<file path="config.mk">
export PLATFORM = sky130hd
export DESIGN_NAME = text_full_justifier_core
export DESIGN_NICKNAME = d
export VERILOG_FILES = /design/src/hw/rtl/tfj_pkg.sv /design/src/hw/rtl/text_full_justifier_core.sv /design/src/hw/rtl/tfj_div.sv /design/src/hw/rtl/tfj_ctrl.sv
export SDC_FILE = /design/constraint.sdc
export NUM_CORES = 1
export LEC_CHECK = 0
export BUFFER_PORTS_ARGS = -buffer_cell sky130_fd_sc_hd__buf_4
export CAP_MARGIN = 30
export CORE_ASPECT_RATIO = 1.4
export CORE_MARGIN = 4
export CORE_UTILIZATION = 63
export DETAILED_ROUTE_END_ITERATION = 10
export PLACE_DENSITY = 0.84
export REMOVE_ABC_BUFFERS = 1
export SYNTH_ARGS = -nofsm -noshare
export SYNTH_HDL_FRONTEND = slang
export SYNTH_SLANG_ARGS = --single-unit
</file>
<file path="constraint.sdc">
create_clock -name clk -period 8.4 [get_ports clk]
set_clock_uncertainty 0.1 [all_clocks]
set_input_delay 0.84 -clock clk [delete_from_list [all_inputs] [get_ports clk]]
set_output_delay 0.84 -clock clk [all_outputs]
set_load 0.01 [all_outputs]
</file>
<file path="src/hw/rtl/tfj_pkg.sv">
// ----------------------------------------------------------------------------
// tfj_pkg: shared types and constants of the text full justifier
// Character codes, configuration width and the control words that pass
// between the sequencer, the divider and the top level.
// ----------------------------------------------------------------------------
`default_nettype none

package tfj_pkg;

  // Width of the line_width configuration register
  localparam int CFG_W = 5;
  // Width of one text character
  localparam int BYTE_W = 8;
  // Default capacity of the line and word stores
  localparam int LINE_MAX_DEF = 31;
  // Reset value of line_width
  localparam logic [CFG_W-1:0] WIDTH_RESET = 5'd31;

  // Character codes
  localparam logic [BYTE_W-1:0] SEP_CHAR = 8'd32;
  localparam logic [BYTE_W-1:0] NL_CHAR  = 8'd10;

  // Status of the shared divider
  typedef struct packed {
    logic busy;
    logic done;
  } div_sts_t;

  // One output word handed from the sequencer to the output register
  typedef struct packed {
    logic              valid;
    logic [BYTE_W-1:0] out_byte;
    logic              last;
    logic              word_cut;
  } emit_t;

endpackage

`default_nettype wire

</file>
<file path="src/hw/rtl/text_full_justifier_core.sv">
// Text full justifier: one character in, justified lines out.
// A letter is stored directly; a separator starts placing the finished word, and
//   when a line goes out, its characters are sent one by one, each gap waiting
//   for its share from the shared iterative divider.
// Input is not ready while a word is placed or a line is sent.
// Reset: rst (synchronous) clears the sequencer, counts and line_width to 31.
// ----------------------------------------------------------------------------
// text_full_justifier_core: top level of the text full justifier
// Holds the width register and the output register, and ties the sequencer
// to the shared divider.
// ----------------------------------------------------------------------------
`default_nettype none

module text_full_justifier_core #(
  parameter int LINE_MAX = tfj_pkg::LINE_MAX_DEF
) (
  input  wire logic                        clk,
  input  wire logic                        rst,
  // Configuration: line_width
  input  wire logic                        cfg_we,
  input  wire logic [tfj_pkg::CFG_W-1:0]   cfg_wdata,
  // Input stream
  input  wire logic                        s_axis_tvalid,
  output logic                             s_axis_tready,
  input  wire logic [7:0]                  s_axis_tdata,   // [7:0] text_byte
  input  wire logic                        s_axis_tlast,   // end_of_text
  // Output stream
  output logic                             m_axis_tvalid,
  input  wire logic                        m_axis_tready,
  output logic      [7:0]                  m_axis_tdata,   // [7:0] out_byte
  output logic                             m_axis_tlast,   // last
  output logic                             m_axis_tuser    // [0] word_cut
);
  import tfj_pkg::*;

  localparam int CW = $clog2(LINE_MAX + 1);
  localparam logic [CFG_W-1:0] LMAX_CFG = CFG_W'(LINE_MAX);

  logic [CFG_W-1:0] line_width;
  logic [CW-1:0]    eff_width;
  logic             emit_ok;
  emit_t            emit;
  logic             div_start;
  logic [CW-1:0]    div_dividend;
  logic [CW-1:0]    div_divisor;
  div_sts_t         div_sts;
  logic [CW-1:0]    div_quot;

  // Width register
  always_ff @(posedge clk) begin
    if (rst) begin
      line_width <= WIDTH_RESET;
    end else if (cfg_we) begin
      line_width <= cfg_wdata;
    end
  end

  // Saturate the width into 1..LINE_MAX
  always_comb begin
    if (line_width == '0) begin
      eff_width = CW'(1);
    end else if (line_width > LMAX_CFG) begin
      eff_width = CW'(LINE_MAX);
    end else begin
      eff_width = CW'(line_width);
    end
  end

  tfj_ctrl #(
    .LINE_MAX (LINE_MAX)
  ) u_ctrl (
    .clk          (clk),
    .rst          (rst),
    .in_valid     (s_axis_tvalid),
    .in_ready     (s_axis_tready),
    .in_byte      (s_axis_tdata),
    .in_end       (s_axis_tlast),
    .eff_width    (eff_width),
    .emit_ok      (emit_ok),
    .emit         (emit),
    .div_start    (div_start),
    .div_dividend (div_dividend),
    .div_divisor  (div_divisor),
    .div_sts      (div_sts),
    .div_quot     (div_quot)
  );

  tfj_div #(
    .W (CW)
  ) u_div (
    .clk      (clk),
    .rst      (rst),
    .start    (div_start),
    .dividend (div_dividend),
    .divisor  (div_divisor),
    .sts      (div_sts),
    .quot     (div_quot)
  );

  // Output register: load a new word when the slot is free or being drained
  assign emit_ok = !m_axis_tvalid || m_axis_tready;

  always_ff @(posedge clk) begin
    if (rst) begin
      m_axis_tvalid <= 1'b0;
    end else if (emit.valid) begin
      m_axis_tvalid <= 1'b1;
    end else if (m_axis_tready) begin
      m_axis_tvalid <= 1'b0;
    end
  end

  always_ff @(posedge clk) begin
    if (emit.valid) begin
      m_axis_tdata <= emit.out_byte;
      m_axis_tlast <= emit.last;
      m_axis_tuser <= emit.word_cut;
    end
  end

  // Divider is never restarted while it works
  a_div_start_idle: assert property (@(posedge clk) disable iff (rst)
    div_start |-> !div_sts.busy)
    else $error("divider started while busy");

  // A done pulse always follows a busy cycle
  a_div_done_after_busy: assert property (@(posedge clk) disable iff (rst)
    div_sts.done |-> $past(div_sts.busy))
    else $error("divider done without work");

  // No output while a character is taken in
  a_accept_no_emit: assert property (@(posedge clk) disable iff (rst)
    (s_axis_tvalid && s_axis_tready) |-> !emit.valid)
    else $error("output word during input accept");

  // A word is only loaded into a free or draining output register
  a_emit_slot: assert property (@(posedge clk) disable iff (rst)
    emit.valid |-> (!m_axis_tvalid || m_axis_tready))
    else $error("output word overwritten");

endmodule

`default_nettype wire

</file>
<file path="src/hw/rtl/tfj_div.sv">
// ----------------------------------------------------------------------------
// tfj_div: iterative restoring divider
// Produces one quotient bit per cycle; the quotient is valid while done is high.
// ----------------------------------------------------------------------------
`default_nettype none

module tfj_div #(
  parameter int W = 5
) (
  input  wire logic            clk,
  input  wire logic            rst,
  input  wire logic            start,
  input  wire logic [W-1:0]    dividend,
  input  wire logic [W-1:0]    divisor,
  output tfj_pkg::div_sts_t    sts,
  output logic      [W-1:0]    quot
);
  import tfj_pkg::*;

  localparam int CNT_W = $clog2(W);

  logic             busy;
  logic             done;
  logic [CNT_W-1:0] cnt;
  logic [W-1:0]     acc;
  logic [W-1:0]     qreg;
  logic [W-1:0]     dsr;

  logic [W:0]       trial;
  logic             fits;

  // Trial subtraction for the current quotient bit
  always_comb begin
    trial = {acc, qreg[W-1]};
    fits  = trial >= {1'b0, dsr};
  end

  // Control: busy from start until the last quotient bit is shifted in, then a done pulse
  always_ff @(posedge clk) begin
    if (rst) begin
      busy <= 1'b0;
      done <= 1'b0;
    end else begin
      done <= 1'b0;
      if (start) begin
        busy <= 1'b1;
      end else if (busy && (cnt == CNT_W'(W - 1))) begin
        busy <= 1'b0;
        done <= 1'b1;
      end
    end
  end

  // Datapath: shift in one quotient bit per cycle
  always_ff @(posedge clk) begin
    if (start) begin
      cnt  <= '0;
      acc  <= '0;
      qreg <= dividend;
      dsr  <= divisor;
    end else if (busy) begin
      cnt  <= cnt + CNT_W'(1);
      acc  <= fits ? W'(trial - {1'b0, dsr}) : trial[W-1:0];
      qreg <= {qreg[W-2:0], fits};
    end
  end

  assign sts.busy = busy;
  assign sts.done = done;
  assign quot     = qreg;

endmodule

`default_nettype wire

</file>
<file path="src/hw/rtl/tfj_ctrl.sv">
// ----------------------------------------------------------------------------
// tfj_ctrl: word packing and line emission sequencer
// Collects letters, packs words into the line store and sends justified lines
// one character per cycle unless stalled, using the shared divider for gaps.
// ----------------------------------------------------------------------------
`default_nettype none

module tfj_ctrl #(
  parameter  int LINE_MAX = tfj_pkg::LINE_MAX_DEF,
  localparam int CW       = $clog2(LINE_MAX + 1)
) (
  input  wire logic                         clk,
  input  wire logic                         rst,
  input  wire logic                         in_valid,
  output logic                              in_ready,
  input  wire logic [tfj_pkg::BYTE_W-1:0]   in_byte,
  input  wire logic                         in_end,
  input  wire logic [CW-1:0]                eff_width,
  input  wire logic                         emit_ok,
  output tfj_pkg::emit_t                    emit,
  output logic                              div_start,
  output logic      [CW-1:0]                div_dividend,
  output logic      [CW-1:0]                div_divisor,
  input  tfj_pkg::div_sts_t                 div_sts,
  input  wire logic [CW-1:0]                div_quot
);
  import tfj_pkg::*;

  localparam int IW = $clog2(LINE_MAX);
  localparam logic [CW-1:0] LMAX = CW'(LINE_MAX);

  typedef enum logic [8:0] {
    S_IDLE  = 9'b000000001,
    S_PLACE = 9'b000000010,
    S_COPY  = 9'b000000100,
    S_AFTER = 9'b000001000,
    S_SEND  = 9'b000010000,
    S_DIV   = 9'b000100000,
    S_SPACE = 9'b001000000,
    S_NL    = 9'b010000000,
    S_SPARE = 9'b100000000
  } state_t;

  typedef enum logic [1:0] {
    RET_IDLE = 2'd0,
    RET_COPY = 2'd1,
    RET_WORD = 2'd2
  } ret_t;

  state_t            state;
  ret_t              ret;

  logic [BYTE_W-1:0] word_store [LINE_MAX];
  logic [BYTE_W-1:0] line_store [LINE_MAX];

  logic [CW-1:0]     word_length;
  logic              word_ovf;
  logic [CW-1:0]     wc;
  logic [CW-1:0]     letters;
  logic              end_lat;
  logic [CW-1:0]     wlen;

  logic [CW-1:0]     idx;
  logic [CW-1:0]     slen;
  logic [CW-1:0]     slack;
  logic [CW-1:0]     rem;
  logic [CW-1:0]     sp;
  logic              s_word;
  logic              s_last;
  logic [CW-1:0]     cpos;
  logic              need_sep;

  logic              wl_lt_w;
  logic [CW-1:0]     plen;
  logic              pcut;
  logic [CW+1:0]     fit_sum;
  logic              overfull;
  logic [CW-1:0]     gaps;
  logic [CW-1:0]     line_len;
  logic [CW-1:0]     base;
  logic [CW-1:0]     line_slack;
  logic [BYTE_W-1:0] cur_byte;
  logic              in_range;
  logic              is_gap;

  // Word placement decisions
  always_comb begin
    wl_lt_w  = word_length < eff_width;
    plen     = wl_lt_w ? word_length : eff_width;
    pcut     = word_ovf || (word_length > eff_width);
    fit_sum  = {2'b00, letters} + {2'b00, wc} + {2'b00, plen};
    overfull = (wc != '0) && (fit_sum > {2'b00, eff_width});
  end

  // Line send setup: length and starting slack
  always_comb begin
    gaps       = wc - CW'(1);
    line_len   = letters + gaps;
    base       = (eff_width > letters) ? eff_width - letters : '0;
    line_slack = (base < gaps) ? gaps : base;
  end

  // Read the character under the send pointer
  always_comb begin
    in_range = idx < slen;
    cur_byte = '0;
    if (idx < LMAX) begin
      cur_byte = s_word ? word_store[idx[IW-1:0]] : line_store[idx[IW-1:0]];
    end
    is_gap = (cur_byte == SEP_CHAR) && (rem != '0);
  end

  // Divider request at a gap
  always_comb begin
    div_start    = (state == S_SEND) && in_range && is_gap;
    div_dividend = slack;
    div_divisor  = rem;
  end

  // Output word
  always_comb begin
    emit.valid    = 1'b0;
    emit.out_byte = cur_byte;
    emit.last     = 1'b0;
    emit.word_cut = s_word;
    unique case (state)
      S_SEND: begin
        emit.valid = emit_ok && in_range && !is_gap;
      end
      S_SPACE: begin
        emit.valid    = emit_ok && (sp != '0);
        emit.out_byte = SEP_CHAR;
      end
      S_NL: begin
        emit.valid    = emit_ok;
        emit.out_byte = NL_CHAR;
        emit.last     = s_last;
      end
      default: begin
        emit.valid = 1'b0;
      end
    endcase
  end

  assign in_ready = (state == S_IDLE);

  // Stores: written one entry per cycle, never cleared
  always_ff @(posedge clk) begin
    if ((state == S_IDLE) && in_valid && (in_byte != SEP_CHAR) && (word_length < LMAX)) begin
      word_store[word_length[IW-1:0]] <= in_byte;
    end
    if ((state == S_COPY) && (cpos < LMAX)) begin
      if (need_sep) begin
        line_store[cpos[IW-1:0]] <= SEP_CHAR;
      end else if (idx < wlen) begin
        line_store[cpos[IW-1:0]] <= word_store[idx[IW-1:0]];
      end
    end
  end

  // Sequencer
  always_ff @(posedge clk) begin
    if (rst) begin
      state       <= S_IDLE;
      ret         <= RET_IDLE;
      word_length <= '0;
      word_ovf    <= 1'b0;
      wc          <= '0;
      letters     <= '0;
      end_lat     <= 1'b0;
    end else begin
      unique case (state)
        // Take one character
        S_IDLE: begin
          if (in_valid) begin
            end_lat <= in_end;
            if (in_byte != SEP_CHAR) begin
              if (word_length < LMAX) begin
                word_length <= word_length + CW'(1);
              end else begin
                word_ovf <= 1'b1;
              end
            end
            if ((in_byte == SEP_CHAR) || in_end) begin
              state <= S_PLACE;
            end
          end
        end

        // Decide where the finished word goes
        S_PLACE: begin
          wlen <= plen;
          if (word_length == '0) begin
            state <= S_AFTER;
          end else if (pcut) begin
            idx   <= '0;
            state <= S_SEND;
            if (wc != '0) begin
              slen   <= line_len;
              slack  <= line_slack;
              rem    <= gaps;
              s_word <= 1'b0;
              s_last <= 1'b0;
              ret    <= RET_WORD;
            end else begin
              slen   <= plen;
              slack  <= '0;
              rem    <= '0;
              s_word <= 1'b1;
              s_last <= 1'b1;
              ret    <= RET_IDLE;
            end
          end else if (overfull) begin
            idx    <= '0;
            slen   <= line_len;
            slack  <= line_slack;
            rem    <= gaps;
            s_word <= 1'b0;
            s_last <= !end_lat;
            ret    <= RET_COPY;
            state  <= S_SEND;
          end else begin
            idx      <= '0;
            cpos     <= (wc != '0) ? line_len + CW'(1) - CW'(1) : '0;
            need_sep <= (wc != '0);
            state    <= S_COPY;
          end
        end

        // Append separator and letters to the line store
        S_COPY: begin
          if (need_sep) begin
            need_sep <= 1'b0;
            cpos     <= cpos + CW'(1);
          end else if (idx < wlen) begin
            idx  <= idx + CW'(1);
            cpos <= cpos + CW'(1);
          end else begin
            wc          <= wc + CW'(1);
            letters     <= letters + wlen;
            word_length <= '0;
            word_ovf    <= 1'b0;
            state       <= S_AFTER;
          end
        end

        // Flush the pending line at end of text, else wait for the next character
        S_AFTER: begin
          if (end_lat && (wc != '0)) begin
            idx    <= '0;
            slen   <= line_len;
            slack  <= line_slack;
            rem    <= gaps;
            s_word <= 1'b0;
            s_last <= 1'b1;
            ret    <= RET_IDLE;
            state  <= S_SEND;
          end else begin
            state <= S_IDLE;
          end
        end

        // Send characters; a gap asks the divider for its share
        S_SEND: begin
          if (!in_range) begin
            state <= S_NL;
          end else if (is_gap) begin
            state <= S_DIV;
          end else if (emit_ok) begin
            idx <= idx + CW'(1);
          end
        end

        // Wait for the gap share
        S_DIV: begin
          if (div_sts.done) begin
            sp    <= div_quot;
            slack <= slack - div_quot;
            rem   <= rem - CW'(1);
            state <= S_SPACE;
          end
        end

        // Send the spaces of one gap
        S_SPACE: begin
          if (sp == '0) begin
            idx   <= idx + CW'(1);
            state <= S_SEND;
          end else if (emit_ok) begin
            sp <= sp - CW'(1);
          end
        end

        // Send the newline and continue where the send was called from
        S_NL: begin
          if (emit_ok) begin
            wc      <= '0;
            letters <= '0;
            if (s_word) begin
              word_length <= '0;
              word_ovf    <= 1'b0;
            end
            unique case (ret)
              RET_WORD: begin
                idx    <= '0;
                slen   <= wlen;
                slack  <= '0;
                rem    <= '0;
                s_word <= 1'b1;
                s_last <= 1'b1;
                ret    <= RET_IDLE;
                state  <= S_SEND;
              end
              RET_COPY: begin
                idx      <= '0;
                cpos     <= '0;
                need_sep <= 1'b0;
                state    <= S_COPY;
              end
              default: begin
                state <= S_IDLE;
              end
            endcase
          end
        end

        default: begin
          state <= S_IDLE;
        end
      endcase
    end
  end

endmodule

`default_nettype wire
</file>
==> metrics.md <==
| Metric | Value |
|---|---|
| Via count | 15947 |
| Pwr dens | 237 nW/µm² |
| Num Clock Sinks | 602 |
| Maximum buffer depth of the clock tree | 3 |
| Hold_buf cts | 0 |
| DR WL/cell | 26.6 µm |
| Ys flop type | edfxtp_1 |
| RSZ-0062 raised after global routing | false |
| Synth Warn # | 0 |
| Relative slew margins | 29.2% |
| FP Rows | 89 |
| Crit-path cells | o41ai_1 > ha_1 > nor2b_1 > o21a_1 > o21a_1 > o21ai_0 > nand2_1 > a21o_1 > inv_1 > ha_1 > inv_1 > fa_1 > inv_1 > ha_1 > nor2b_1 > o21a_1 > o21ai_0 > a21oi_1 > o22a_1 > o31ai_1 > a21oi_1 > nor4_1 > o31a_1 |
| DR pass1 iterations | 6 |
| Synth top area share | 62.1% |
| Synth unique cells | 84 |
| Worst slew pin tran | 1.06 ns |
| Final ANT Viol Nets | 0 |
| Clock transition at path regs | 0.07 ns |
| Commonest cells in the netlist | edfxtp_1 (554), nor2_1 (140), nand2_1 (101) |
| Final Hold Fails | 0 |
| Ranking of synthesized cells by area | edfxtp_1 (62%), mux4_2 (6.5%), dfxtp_1 (3.6%) |
| Worst-Skew Late Latency | 0.59 ns |
| GRT overflow | 0 |
| Final #Nets | 1897 |
| Final hold slack | 0.376 ns |
| Port-buffer cells | 30 |
| Crit path kind | flip-flop to flip-flop |
| Peak VDD IR | 0.196 mV |
| Critical Path RT | 8.57 ns |
| Final setup TNS | 0 ns |
| CP Max Fanout | 7 |
| Antenna diodes | 0 |
| Drt first-iter violations | 1862 |
| Filler cells | 2670 |
| Post-CTS Setup Repair Bufs | 0 |
| Die Wd | 182 µm |
| Post-route clock period utilization | 72.5% |
| Die area | 46000 µm² |
| Chip Height | 252 µm |
| Area Overhead vs Synth | 8.75% |
| Post-synth ARST share | 0% |
| Core box area | 42100 µm² |
| HP Class | primary input to flip-flop |
| Final Wtd Congestion | 0.940 |
| Most frequent cell after synthesis | edfxtp_1 |
| I/O pin count | 31 |
| Post-synth EDFFs | 554 |
| Final core occ | 69.2% |
| WP data arrival | 6.26 ns |
| Crit-path slowest cell | o41ai_1 |
| Initial antenna violation count | 0 |
| # DRC | 0 |
| CP peak stage delay | 0.69 ns |
| Layout cells sized above 1 | 14.5% |
| Final setup vio count | 0 |
| Syn_area_per_cell | 15.1 µm² |
| Vias in the first global route | 16185 |
| Leakage | 10.7 nW |
| Final min period | 6.09 ns |
| Slew Limit Fails | 0 |
| DPL Wire Length | 42.2 mm |
| # resized after CTS | 0 |
| Clock root buffer master | clkbuf_16 |
| First-pass GRT wire length | 97.0 mm |
| WL final | 63.4 mm |
| Vias per cell | 6.69 |
| Synthesized netlist cell count | 1775 |
| Post-Syn Area | 26800 µm² |
| Crit. End Element | flip-flop |
| Max_cap viols | 0 |
| Largest net degree at the start of global routing | 61 |
| Sequential element share of the synthesized area | 65.7% |
| Status | complete, no violations |
| Crit path launch type | flip-flop |
| H-Tree Depth | 2 |
| CTS tree | yes |
| Total track usage | 27.7% |
| Post-synth top area cell | edfxtp_1 |
| Achievable Freq | 164 MHz |
| Initial core utilization | 63.7% |
| FF+latch count, synth | 602 |
| Cts bufs inserted | 52 |
-- sequential cells by signal, indices dropped and copies added, names as in the netlist, 8 cells and up, named ones only --
| signal | cells |
|---|---|
| u_ctrl.state | 8 |
| u_ctrl.word_store | 248 |
| u_ctrl.line_store | 248 |
| m_axis_tdata | 8 |
-- final timing paths --
path,endpoint,start,slack [ns],cells past startpoint
hold / removal,line_width[1]$_SDFFE_PP1P_,cfg_wdata[1],0.38,3
setup reg to reg,u_ctrl.cpos[2]$_DFFE_PP_,line_width[4]$_SDFFE_PP1P_,2.31,23
hold reg to reg,u_div.acc[4]$_SDFFE_PP0P_,u_div.acc[4]$_SDFFE_PP0P_,0.38,2
setup / recovery,u_ctrl.cpos[2]$_DFFE_PP_,line_width[4]$_SDFFE_PP1P_,2.31,23
-- critical path, delay by kind of cell (launching register included) --
family / cells / cell delay, ns
AND/OR/NAND/NOR: 4 / 0.89
adder cells (fa/ha/maj): 4 / 1.23
buffers and inverters: 3 / 0.18
AO/OA/AOI/OAI: 12 / 3.00
flip-flops: 1 / 0.36
-- layout by cell type (no fill, tap or decap), types with 22 or more instances in the layout --
master     count
edfxtp_1     554
nor2_1       134
nand2_1      101
inv_1         83
mux4_2        77
ha_1          73
mux2i_1       70
a21oi_1       57
clkbuf_16     54
dfxtp_1       44
buf_4         44
o21ai_0       39
nand3_1       29
xnor2_1       24
nand2b_1      23
nor2b_1       23
o22ai_1       23
mux2_2        23
a22oi_1       22
-- report_power, final --
| part | internal (mW) | switching, mW | total [mW] |
|---|---|---|---|
| clock network | 1.34 | 1.07 | 2.41 |
| registers | 3.32 | 0.107 | 3.43 |
| logic | 0.404 | 0.655 | 1.06 |
| total | 5.06 | 1.83 | 6.89 |
-- final cells by class --
type / count / area (µm²) / area share, %
clock buffer: 63 / 1390 / 4.75
clock inverter: 32 / 312 / 1.07
inverter: 86 / 323 / 1.11
multi-input combinational: 1005 / 8400 / 28.8
sequential: 602 / 17600 / 60.4
tap: 546 / 683 / 2.34
timing repair buffer: 51 / 438 / 1.50
-- metrics by stage --
stage	power [mW]	worst slack, ns	area (µm²)	std cells
2_1_floorplan	4.19	1.39	26300	1693
3_3_place_gp	4.48	2.51	27300	2282
3_5_place_dp	4.52	2.45	27400	2289
4_1_cts	6.88	2.41	29100	2384
5_1_grt	7.11	1.89	29100	2385
6_report	6.89	2.31	29100	2385
-- cell families after synthesis --
| logic type | synth area share [%] |
|---|---|
| AO/OA/AOI/OAI | 7.03 |
| XOR/XNOR | 1.37 |
| adder cells (fa/ha/maj) | 3.93 |
| buffers and inverters | 3.10 |
| flip-flops | 65.7 |
| multiplexers | 11.0 |
| AND/OR/NAND/NOR | 7.86 |
-- metal layers --
metal  vias to the layer above  wire (µm)  GRT usage, %
met1                      7868      22200          34.8
met3                       239       5280          4.44
met5                         -          0             0
met4                         0       3710          13.9
met2                       937      32300          47.0
li1                       6903          -             -
Power figures use the tool's default switching activity.
